### config.mk
export PLATFORM = sky130hd
export DESIGN_NAME = fixed_block_free_list_allocator
export DESIGN_NICKNAME = d
export VERILOG_FILES = /design/src/rtl/core/fbfl_pkg.sv /design/src/rtl/core/fbfl_ram.sv /design/src/rtl/core/fixed_block_free_list_allocator.sv
export SDC_FILE = /design/constraint.sdc
export NUM_CORES = 1
export LEC_CHECK = 0
export BUFFER_PORTS_ARGS = -buffer_cell sky130_fd_sc_hd__buf_4
export CORE_MARGIN = 1
export CORE_UTILIZATION = 45
export DETAILED_ROUTE_END_ITERATION = 12
export PLACE_DENSITY = 0.66
export REMOVE_ABC_BUFFERS = 1
export SETUP_SLACK_MARGIN = 0.3
export SYNTH_ARGS = -nofsm -noshare
export SYNTH_HDL_FRONTEND = slang
export SYNTH_SLANG_ARGS = --single-unit
### constraint.sdc
create_clock -name clk -period 4.25 [get_ports clk]
set_input_delay 0.85 -clock clk [delete_from_list [all_inputs] [get_ports clk]]
set_output_delay 0.85 -clock clk [all_outputs]
set_load 0.02 [all_outputs]
### src/rtl/core/fbfl_pkg.sv
package fbfl_pkg;

  // field widths of the request and result beats
  localparam int INDEX_W  = 6;
  localparam int COUNT_W  = 7;
  localparam int STATUS_W = 2;

  // largest block count the index fields can address
  localparam int HW_MAX_COUNT = 64;

  typedef enum logic {
    REQ_ALLOC = 1'b0,
    REQ_FREE  = 1'b1
  } req_type_t;

  typedef enum logic [STATUS_W-1:0] {
    STATUS_OK        = 2'd0,
    STATUS_EXHAUSTED = 2'd1,
    STATUS_BAD_FREE  = 2'd2
  } status_t;

endpackage

### src/rtl/core/fbfl_ram.sv
module fbfl_ram #(
  parameter int WIDTH = 6,
  parameter int DEPTH = 64
) (
  input  logic                     clk,
  input  logic                     we,
  input  logic [$clog2(DEPTH)-1:0] waddr,
  input  logic [WIDTH-1:0]         wdata,
  input  logic [$clog2(DEPTH)-1:0] raddr,
  output logic [WIDTH-1:0]         rdata
);

  logic [WIDTH-1:0] mem [DEPTH];

  // one write port, one registered read port
  always_ff @(posedge clk) begin
    if (we) begin
      mem[waddr] <= wdata;
    end
    rdata <= mem[raddr];
  end

endmodule

### src/rtl/core/fixed_block_free_list_allocator.sv
// LIFO free list of block indices; links live in a RAM with a registered read port.
// A request beat is answered on the output in the cycle after it is taken.
// Throughput: one request per cycle while results drain; a held result or a count write stalls it.
// The link of the current head is prefetched so back-to-back allocates pop without a bubble.
// Reset (synchronous, rst_n low) or a count write rebuilds the list at once:
// all blocks below the count free, highest index first; no clearing pass.
module fixed_block_free_list_allocator #(
  parameter int NUM_BLOCKS = 64
) (
  input  logic                           clk,
  input  logic                           rst_n,
  // configuration
  input  logic                           cfg_wr_en,
  input  logic [fbfl_pkg::COUNT_W-1:0]   cfg_wr_data,
  // request channel
  input  logic                           in_valid,
  output logic                           in_ready,
  input  logic                           in_req_type,
  input  logic [fbfl_pkg::INDEX_W-1:0]   in_release_index,
  input  logic                           in_release_is_null,
  // result channel
  output logic                           out_valid,
  input  logic                           out_ready,
  output logic [fbfl_pkg::STATUS_W-1:0]  out_status,
  output logic [fbfl_pkg::INDEX_W-1:0]   out_granted_index
);

  localparam int DEPTH = (NUM_BLOCKS < fbfl_pkg::HW_MAX_COUNT) ?
                         NUM_BLOCKS : fbfl_pkg::HW_MAX_COUNT;
  localparam int AW = $clog2(DEPTH);
  localparam int CW = fbfl_pkg::COUNT_W;
  localparam int IW = fbfl_pkg::INDEX_W;

  localparam logic [CW-1:0] RST_COUNT     = CW'(DEPTH);
  localparam logic [AW-1:0] RST_HEAD      = AW'(DEPTH - 1);
  localparam logic [AW-1:0] RST_HEAD_LINK = AW'(DEPTH - 2);

  // control state
  logic [CW-1:0]    count_r, count_nxt;
  logic [CW-1:0]    free_cnt_r, free_cnt_nxt;
  logic [AW-1:0]    head_r, head_nxt;
  logic [AW-1:0]    head_link_r, head_link_nxt;
  logic             from_ram_r, from_ram_nxt;
  logic [DEPTH-1:0] alloc_r, alloc_nxt;
  logic [DEPTH-1:0] link_wr_r, link_wr_nxt;
  logic             out_valid_r, out_valid_nxt;

  // prefetch bookkeeping
  logic [AW-1:0]    rd_addr_r, rd_addr_nxt;
  logic             rd_wr_r, rd_wr_nxt;

  // result payload
  logic [fbfl_pkg::STATUS_W-1:0] out_status_r, out_status_nxt;
  logic [IW-1:0]                 out_granted_r, out_granted_nxt;

  // link RAM port signals
  logic             ram_we;
  logic [AW-1:0]    ram_waddr;
  logic [AW-1:0]    ram_wdata;
  logic [AW-1:0]    ram_rdata;

  logic             in_fire;
  logic [AW-1:0]    cur_link;
  logic [AW-1:0]    rd_dflt;
  logic [CW-1:0]    cfg_count;
  logic [AW-1:0]    rel_idx;
  logic             rel_in_range;
  logic             rel_ok;
  logic             nonempty;

  // no request is taken in the cycle of a count write
  assign in_ready = (!out_valid_r || out_ready) && !cfg_wr_en;
  assign in_fire  = in_valid && in_ready;
  assign nonempty = (free_cnt_r != '0);

  // an entry never written since the rebuild links to the index below it
  assign rd_dflt  = (rd_addr_r == '0) ? '0 : rd_addr_r - AW'(1);
  assign cur_link = from_ram_r ? (rd_wr_r ? ram_rdata : rd_dflt) : head_link_r;

  // saturate the written count to the pool size
  assign cfg_count = (cfg_wr_data > CW'(DEPTH)) ? CW'(DEPTH) : cfg_wr_data;

  // free request checks
  assign rel_idx      = in_release_index[AW-1:0];
  assign rel_in_range = (CW'(in_release_index) < count_r);
  assign rel_ok       = !in_release_is_null && rel_in_range &&
                        (rel_in_range ? alloc_r[rel_idx] : 1'b0);

  // link write on a good free
  assign ram_we    = in_fire && !cfg_wr_en &&
                     (in_req_type == fbfl_pkg::REQ_FREE) && rel_ok;
  assign ram_waddr = rel_idx;
  assign ram_wdata = nonempty ? head_r : '0;

  fbfl_ram #(
    .WIDTH (AW),
    .DEPTH (DEPTH)
  ) u_link_ram (
    .clk   (clk),
    .we    (ram_we),
    .waddr (ram_waddr),
    .wdata (ram_wdata),
    .raddr (cur_link),
    .rdata (ram_rdata)
  );

  // next-state logic: rebuild, pop or push
  always_comb begin
    count_nxt       = count_r;
    free_cnt_nxt    = free_cnt_r;
    head_nxt        = head_r;
    head_link_nxt   = cur_link;
    from_ram_nxt    = 1'b0;
    alloc_nxt       = alloc_r;
    link_wr_nxt     = link_wr_r;
    rd_addr_nxt     = rd_addr_r;
    rd_wr_nxt       = rd_wr_r;
    out_valid_nxt   = out_valid_r && !out_ready;
    out_status_nxt  = out_status_r;
    out_granted_nxt = out_granted_r;

    if (cfg_wr_en) begin
      count_nxt     = cfg_count;
      free_cnt_nxt  = cfg_count;
      head_nxt      = (cfg_count != '0) ? AW'(cfg_count - CW'(1)) : '0;
      head_link_nxt = (cfg_count > CW'(1)) ? AW'(cfg_count - CW'(2)) : '0;
      alloc_nxt     = '0;
      link_wr_nxt   = '0;
    end else if (in_fire) begin
      out_valid_nxt   = 1'b1;
      out_granted_nxt = '0;
      if (in_req_type == fbfl_pkg::REQ_ALLOC) begin
        if (!nonempty) begin
          out_status_nxt = fbfl_pkg::STATUS_EXHAUSTED;
        end else begin
          // pop: the prefetched link becomes the head, fetch its own link
          out_status_nxt   = fbfl_pkg::STATUS_OK;
          out_granted_nxt  = IW'(head_r);
          alloc_nxt[head_r] = 1'b1;
          free_cnt_nxt     = free_cnt_r - CW'(1);
          head_nxt         = cur_link;
          from_ram_nxt     = 1'b1;
          rd_addr_nxt      = cur_link;
          rd_wr_nxt        = link_wr_r[cur_link];
        end
      end else begin
        if (!rel_ok) begin
          out_status_nxt = fbfl_pkg::STATUS_BAD_FREE;
        end else begin
          // push: the freed block links to the old head
          out_status_nxt     = fbfl_pkg::STATUS_OK;
          alloc_nxt[rel_idx] = 1'b0;
          link_wr_nxt[rel_idx] = 1'b1;
          free_cnt_nxt       = free_cnt_r + CW'(1);
          head_nxt           = rel_idx;
          head_link_nxt      = ram_wdata;
        end
      end
    end
  end

  // state registers
  always_ff @(posedge clk) begin
    if (!rst_n) begin
      count_r     <= RST_COUNT;
      free_cnt_r  <= RST_COUNT;
      head_r      <= RST_HEAD;
      head_link_r <= RST_HEAD_LINK;
      from_ram_r  <= 1'b0;
      alloc_r     <= '0;
      link_wr_r   <= '0;
      out_valid_r <= 1'b0;
    end else begin
      count_r     <= count_nxt;
      free_cnt_r  <= free_cnt_nxt;
      head_r      <= head_nxt;
      head_link_r <= head_link_nxt;
      from_ram_r  <= from_ram_nxt;
      alloc_r     <= alloc_nxt;
      link_wr_r   <= link_wr_nxt;
      out_valid_r <= out_valid_nxt;
    end
  end

  // payload registers
  always_ff @(posedge clk) begin
    rd_addr_r     <= rd_addr_nxt;
    rd_wr_r       <= rd_wr_nxt;
    out_status_r  <= out_status_nxt;
    out_granted_r <= out_granted_nxt;
  end

  assign out_valid         = out_valid_r;
  assign out_status        = out_status_r;
  assign out_granted_index = out_granted_r;

  // free blocks and allocated blocks always add up to the count
  a_conserve: assert property (@(posedge clk) disable iff (!rst_n)
    ($countones(alloc_r) + int'(free_cnt_r)) == int'(count_r))
    else $error("allocated plus free blocks differ from the block count");

  // the head of a nonempty list is never an allocated block
  a_head_free: assert property (@(posedge clk) disable iff (!rst_n)
    (free_cnt_r != '0) |-> !alloc_r[head_r])
    else $error("free list head is marked allocated");

  // every taken request beat yields a result beat on the next cycle
  a_result: assert property (@(posedge clk) disable iff (!rst_n)
    (in_fire && !cfg_wr_en) |=> out_valid_r)
    else $error("request beat produced no result");

  // a refused request never grants an index
  a_no_grant: assert property (@(posedge clk) disable iff (!rst_n)
    (out_valid_r && (out_status_r != fbfl_pkg::STATUS_OK)) |-> (out_granted_r == '0))
    else $error("nonzero index on a refused request");

endmodule

==> results of run 1 <==
critical path, delay by kind of cell (launching register included):
kind                     cells  cell delay, ps
AO/OA/AOI/OAI                5            1410
flip-flops                   1             440
adder cells (fa/ha/maj)      1             180
AND/OR/NAND/NOR              3            1020
buffers and inverters        3             610
what timing repair did:
action | 4_1_cts | 5_1_grt
gates cloned | 1 | 0
setup endpoints to repair | 3 | 6
gates resized for setup | 0 | 2
final cells by class:
cell class	count	area, um2
Timing Repair Buffer	163	1390
Inverter	35	144
Clock buffer	66	1510
Tap cell	688	861
Clock inverter	34	295
Fill cell	4420	25200
Multi-Input combinational cell	1327	8040
Sequential cell	561	15200
state kept, by name, indices dropped and copies added, names as in the netlist:
signal / cells
from_ram_r: 1
head_link_r: 6
rd_addr_r: 6
alloc_r: 64
out_granted_index: 6
out_status: 2
head_r: 6
u_link_ram.rdata: 6
link_wr_r: 64
count_r: 7
out_valid: 1
free_cnt_r: 7
rd_wr_r: 1
u_link_ram.mem: 384
final timing paths:
| path | start | endpoint | slack [ps] | depth (start not counted) |
|---|---|---|---|---|
| max | rd_addr_r[0] | u_link_ram.rdata[1] | 410 | 12 |
| min | link_wr_r[4] | link_wr_r[4] | 460 | 1 |
| max reg2reg | rd_addr_r[0] | u_link_ram.rdata[1] | 410 | 12 |
| min reg2reg | link_wr_r[4] | link_wr_r[4] | 460 | 1 |
power by group:
part	switching (uW)	internal (uW)	leakage, uW
logic	886	348	0.00368
registers	47.8	5980	0.00484
clock network	2110	2780	0.000887
total	3040	9110	0.00940
Yosys cell counts, types with 6 or more instances:
library cell / n
ha_1: 16
o41ai_1: 7
nand2_1: 353
nand2b_1: 8
clkinv_1: 6
and2_1: 13
edfxtp_1: 399
a31oi_1: 37
dfxtp_1: 162
o22ai_1: 17
nor2_1: 52
and3_1: 83
o31ai_1: 17
a311oi_1: 58
o21ai_0: 55
nor4_1: 71
a211oi_1: 75
o2111ai_1: 7
o21a_1: 67
buf_1: 24
mux2_2: 13
nor2b_1: 20
nand4_1: 6
or4_1: 6
nor3_1: 43
a32oi_1: 8
o221ai_1: 8
buf_2: 34
o311ai_0: 17
clkbuf_1: 114
nand3_1: 71
mux2i_1: 28
a21oi_1: 74
xnor2_1: 10
inv_1: 27
or3_1: 10
layout by cell type, fill, tap and decap left out, drive strengths merged, types with 8 or more instances in the layout:
master	n
o31ai	17
nor4	71
a31oi	37
o221ai	8
clkbuf	66
inv	35
nand2	353
nor2	54
or3	10
mux2i	28
a32oi	8
and3	83
mux2	13
ha	16
o22ai	17
a21oi	75
nand3	71
o311ai	17
a211oi	75
o21a	67
xnor2	10
edfxtp	399
nor3	45
nand2b	8
dfxtp	162
and2	15
o21ai	56
a311oi	58
buf	163
nor2b	20
clkinv	25
layer usage:
| metal | vias to the layer above | share of wire |
|---|---|---|
| met5 | - | 0 |
| met4 | 0 | 0.033 |
| met3 | 135 | 0.082 |
| met2 | 860 | 0.46 |
| met1 | 8875 | 0.43 |
| li1 | 8059 | - |
cell families (layout without fill, tap and decap cells):
kind of cell,count (synthesis),in the layout,share of synthesized area
AND/OR/NAND/NOR,757,758,0.151
buffers and inverters,215,298,0.0377
adder cells (fa/ha/maj),17,17,0.00915
multiplexers,41,41,0.0177
flip-flops,561,561,0.633
XOR/XNOR,13,13,0.00473
AO/OA/AOI/OAI,498,498,0.147
stage by stage:
step / hold slack (ps) / setup TNS (ps)
after CTS: 458 / 0
after detailed placement: 445 / 0
after floorplan: 433 / -1423950
after global placement: 439 / 0
final: 456 / 0
after global routing: 469 / 0
==> flow_metrics.py, run 1 <==
metrics = {
    "logic_synthesis": {
        "seq_area_frac_synth": 0.633,
        "postSynthAreaPerCell_um2": 11.4,
        "syn_inst": 2102,
        "synthesis.area_mm2": 0.0241,
        "synth-warning-count": 0,
        "async_flop_share": 0,
        "synth_area_leaders": "edfxtp_1 (50%), dfxtp_1 (13%), nand2_1 (5.5%), a211oi_1 (2.3%), and3_1 (2.2%)",
        "synthDistinctLibCells": 74,
        "synth-seq-cells": 561,
        "synth_flop_cell": "edfxtp_1",
        "synth_edf_count": 399,
        "synth_top_area_share": 0.498,
        "yosysTopAreaCell": "edfxtp_1",
    },
    "floorplan": {
        "die_height_um": 233,
        "start_util": 0.457,
        "design.core.area_mm2": 0.0527,
        "num_rows": 84,
        "die_area_mm2": 0.0544,
        "ios": 30,
        "die_x_um": 233,
    },
    "place": {
        "place_ws_ps": 215,
        "dp_hpwl_um": 43100,
        "dp_cells": 2773,
        "placed_cell_area_mm2": 0.0256,
        "gp_congestion": 0.949,
        "io_buffer_count": 29,
    },
    "sta": {
        "max_freq_mhz": 260,
        "slew_violations": 0,
        "slew_headroom": 0.140,
        "fin_crit_ps": 3840,
        "worstMarginPinSlew_ps": 1280,
        "fin_skew_ps": 26.1,
        "rsz0062_at_grt": "false",
        "setup-violations-final": 0,
        "fin_ws_ps": 410,
        "fin_crit_sh": 0.904,
        "hold_viol_final": 0,
    },
    "grt": {
        "grt_max_degree": 72,
        "overflow": 0,
        "grt.busiest_layer": "met2",
        "antenna_found_initial": 0,
        "grt_pass1_vias": 17065,
        "use_met1": 0.354,
        "grt_usage": 0.253,
        "grtUsageMet3": 0.0421,
        "grt_pass1_wl_um": 104000,
        "met2_usage": 0.394,
    },
    "flow_run": {
        "cap_violations": 0,
    },
    "clock_tree": {
        "tritoncts": "yes",
        "root_buffer": "clkbuf_16",
        "cts_num_sinks": 561,
        "cts.clk_slew.worst_paths_ps": 70,
        "ctsHoldBuffers": 0,
        "clock_path_buffers": 3,
        "htreeDepth": 2,
        "cts_inserted_buffers": 54,
        "insertion_delay_ps": 610,
        "cts_setup_buffers": 0,
    },
    "final_layout": {
        "fin_util": 0.522,
        "synthToLayoutAreaGrowth_pct": 14.2,
        "final_layout_size_suffix_gt1_frac": 0.139,
        "design_area_mm2": 0.0275,
        "stdcell_count": 2874,
        "final_nets": 2179,
        "antenna_cells": 0,
    },
    "power": {
        "leakage_uw": 0.00940,
        "total_power_uw": 12200,
        "power_density_mw_per_mm2": 443,
        "irDropWorstVdd_uv": 282,
    },
    "worst_setup_path": {
        "cpPeakStageDelay_ps": 450,
        "path_cells": "inv_1 -> ha_1 -> nor2b_2 -> a211o_2 -> and2_4 -> inv_6 -> buf_12 -> a211oi_1 -> a31oi_1 -> a21oi_1 -> o2111ai_1 -> or3_1",
        "cp.required_ps": 4750,
        "cp_max_fo": 46,
        "arrival_ps": 4340,
        "criticalPathCategory": "flip-flop to flip-flop",
        "endpoint_kind": "flip-flop",
        "cp_slowest_cell": "or3_1",
        "start_kind": "flip-flop",
    },
    "routing": {
        "wl_per_cell_um": 23.8,
        "ant_nets": 0,
        "totalWireLength_um": 68300,
        "drt_iter0_drc": 1907,
        "viasPerCell": 6.24,
        "dr_total_vias": 17929,
        "first_pass_iters": 8,
        "drcViolationCount": 0,
    },
    "worst_hold_path": {
        "hp-class": "flip-flop to flip-flop",
    },
    "outcome": {
        "status": "finished clean",
    },
}
Note: power is estimated with default switching activity, not from simulation.
==> run 2, diff against run 1 <==
--- a/config.mk
+++ b/config.mk
@@ -5,6 +5,7 @@
 export SDC_FILE = /design/constraint.sdc
 export NUM_CORES = 1
 export LEC_CHECK = 0
+export ABC_AREA = 1
 export BUFFER_PORTS_ARGS = -buffer_cell sky130_fd_sc_hd__buf_4
 export CORE_MARGIN = 1
 export CORE_UTILIZATION = 45
==> constraint.sdc (replaced) <==
create_clock -name clk -period 4.9 [get_ports clk]
set_input_delay 0.98 -clock clk [delete_from_list [all_inputs] [get_ports clk]]
set_output_delay 0.98 -clock clk [all_outputs]
set_load 0.02 [all_outputs]
==> flow_metrics.py, run 2 <==
metrics = {
    "clock_tree": {
        "clock_path_buffers": 3,
        "cts_resized": 0,
        "htreeDepth": 2,
        "root_buffer": "clkbuf_16",
        "cts_inserted_buffers": 57,
        "tritoncts": "yes",
        "cts.clk_slew.worst_paths_ps": 60,
        "cts_num_sinks": 561,
        "insertion_delay_ps": 630,
        "cts_setup_buffers": 0,
        "ctsHoldBuffers": 0,
    },
    "place": {
        "dp_hpwl_um": 46600,
        "gp_congestion": 0.979,
        "io_buffer_count": 29,
    },
    "worst_setup_path": {
        "critPathLaunch": "from_ram_r",
        "r2r_start": "from_ram_r",
        "regToRegEndpoint": "rd_wr_r",
        "reg2regPathDepth": 14,
        "criticalPathCategory": "flip-flop to flip-flop",
        "ff2ff_setup_slack_ps": 1160,
        "cp.required_ps": 5270,
        "endpoint": "rd_wr_r",
        "cp_max_fo": 104,
        "path_cells": "inv_1 -> a21oi_1 -> nand2_2 -> nand2_8 -> inv_2 -> buf_12 -> nand2_1 -> nand2_1 -> nand2_1 -> nand3_1 -> nand3_1 -> nand3_1 -> nand3_1 -> nand2_1",
        "cpPeakStageDelay_ps": 630,
        "arrival_ps": 4110,
        "cp_slowest_cell": "dfxtp_1",
        "start_kind": "flip-flop",
        "endpoint_kind": "flip-flop",
    },
    "sta": {
        "hold_viol_final": 0,
        "fin_crit_sh": 0.762,
        "slew_violations": 0,
        "setup_tns_ps": 0,
        "fin_skew_ps": 19.5,
        "hold_slack_ps": 449,
        "rsz0062_at_grt": "false",
        "worstMarginPinSlew_ps": 1270,
        "slew_headroom": 0.150,
        "max_freq_mhz": 268,
        "setup-violations-final": 0,
        "fin_crit_ps": 3740,
    },
    "final_layout": {
        "final_nets": 2775,
        "final_cell_mix": "nand2_1 (751), edfxtp_1 (399), nand3_1 (343), inv_1 (312), dfxtp_1 (162)",
        "final_layout_size_suffix_gt1_frac": 0.0657,
        "antenna_cells": 0,
        "reg.largest.list": "u_link_ram.mem: 384 flops, alloc_r: 64 flops, link_wr_r: 64 flops",
        "regMostFlops": "u_link_ram.mem",
        "layout_commonest_cell": "nand2_1",
        "largest_reg_flops": 384,
        "synthToLayoutAreaGrowth_pct": 10.6,
    },
    "floorplan": {
        "ios": 30,
        "num_rows": 87,
        "die_area_mm2": 0.0579,
        "design.core.area_mm2": 0.0563,
        "die_height_um": 241,
        "die_x_um": 241,
        "start_util": 0.455,
    },
    "routing": {
        "viasPerCell": 5.66,
        "totalWireLength_um": 75300,
        "drt_iter0_drc": 2143,
        "dr_total_vias": 20045,
        "first_pass_iters": 8,
        "drcViolationCount": 0,
        "ant_nets": 0,
        "wl_per_cell_um": 21.3,
    },
    "worst_hold_path": {
        "hp-class": "flip-flop to flip-flop",
    },
    "logic_synthesis": {
        "synth-seq-cells": 561,
        "async_flop_share": 0,
        "yosysMostFrequentCell": "nand2_1",
        "seq_area_frac_synth": 0.594,
        "yosysTopAreaCell": "edfxtp_1",
        "synthDistinctLibCells": 39,
        "synth-warning-count": 0,
        "syn_inst": 2780,
        "synth_top_area_share": 0.468,
        "synthesis.area_mm2": 0.0256,
        "postSynthAreaPerCell_um2": 9.22,
        "synthTopCellsByCount": "nand2_1 (753), edfxtp_1 (399), nand3_1 (343)",
        "synth_edf_count": 399,
        "synth_flop_cell": "edfxtp_1",
        "synth_area_leaders": "edfxtp_1 (47%), dfxtp_1 (13%), nand2_1 (11%), nand3_1 (6.7%), inv_1 (4.6%)",
    },
    "power": {
        "irDropWorstVdd_uv": 288,
        "power_density_mw_per_mm2": 383,
        "p_seq_frac": 0.483,
        "clock_power_share": 0.408,
        "p_comb_frac": 0.110,
        "p_sw_uw": 2770,
        "intPower_uw": 8100,
        "leakage_uw": 0.0113,
        "switching_share": 0.255,
    },
    "grt": {
        "grt.busiest_layer": "met2",
        "grt_pass1_wl_um": 115000,
        "use_met1": 0.351,
        "grt_max_degree": 135,
        "grt_pass1_vias": 19332,
        "overflow": 0,
        "grt_usage": 0.263,
        "antenna_found_initial": 0,
        "met2_usage": 0.410,
        "grtUsageMet3": 0.0486,
    },
    "flow_run": {
        "cap_violations": 0,
    },
    "outcome": {
        "status": "finished clean",
    },
}
[run 2: cell count changes in the layout (fill, tap and decap cells not counted), moves of 62 or more]
cell | previous run | this run
nand2_1 | 353 | 751
a211oi_1 | 75 | 0
buf_4 | 150 | 61
o211ai_1 | 2 | 96
and3_1 | 83 | 0
nand3b_1 | 5 | 67
inv_1 | 24 | 312
nand3_1 | 71 | 343
[run 2: worst min-delay path by stage]
stage / startpoint / end / slack (ps) / cells after the start
after CTS: link_wr_r[40] / link_wr_r[40] / 450 / 2
after floorplan: link_wr_r[30] / link_wr_r[30] / 430 / 2
after global routing: link_wr_r[40] / link_wr_r[40] / 460 / 2
after global placement: link_wr_r[45] / link_wr_r[45] / 440 / 1
final: link_wr_r[40] / link_wr_r[40] / 450 / 2
after detailed placement: link_wr_r[46] / link_wr_r[46] / 440 / 2
[run 2: metrics by stage]
step,util,area [um2],setup WS (ps),std cells,total power [uW]
floorplan,-,24800,-2920,2614,6000
global placement,0.470,26400,978,3435,6500
detailed placement,0.470,26400,923,3435,6510
CTS,0.504,28300,1310,3543,10900
global route,0.504,28300,939,3543,11200
finish,0.504,28300,1160,3543,10900
[run 2: layout make-up]
type,instances,area (um2)
multi-input cells,1734,8520
clock inverters,16,215
inverters,319,1200
clock buffers,92,1690
fillers,5208,27900
flip-flops and latches,561,15200
repair buffers,65,538
well taps,756,946
[run 2: cells by family (layout without fill, tap and decap cells)]
family          count (synthesis)  in the layout  synth area share
xor+xnor                       11             11           0.00376
fa+ha+maj                      17             17           0.00859
buf+inv                       485            492            0.0782
compound gates                315            315            0.0750
flops                         561            561             0.594
simple gates                 1391           1391             0.240
[run 2: power groups by stage]
stage	clock [uW]	sequential [uW]	combinational, uW
finish	4430	5250	1190
global route	4640	5250	1270
CTS	4460	5240	1170
detailed placement	0	5340	1160
global placement	0	5340	1150
floorplan	0	5340	653
[run 2: worst max-delay path: cells and delay by family, from the launching register on]
kind,cells,cell delay [ps]
simple gates,10,1330
buf+inv,3,1170
flops,1,630
compound gates,1,180
[run 2: routing by layer]
layer	wire length, um	vias up
met5	0	-
met4	4060	0
met3	6860	228
met2	33800	975
met1	30600	9584
li1	-	9258
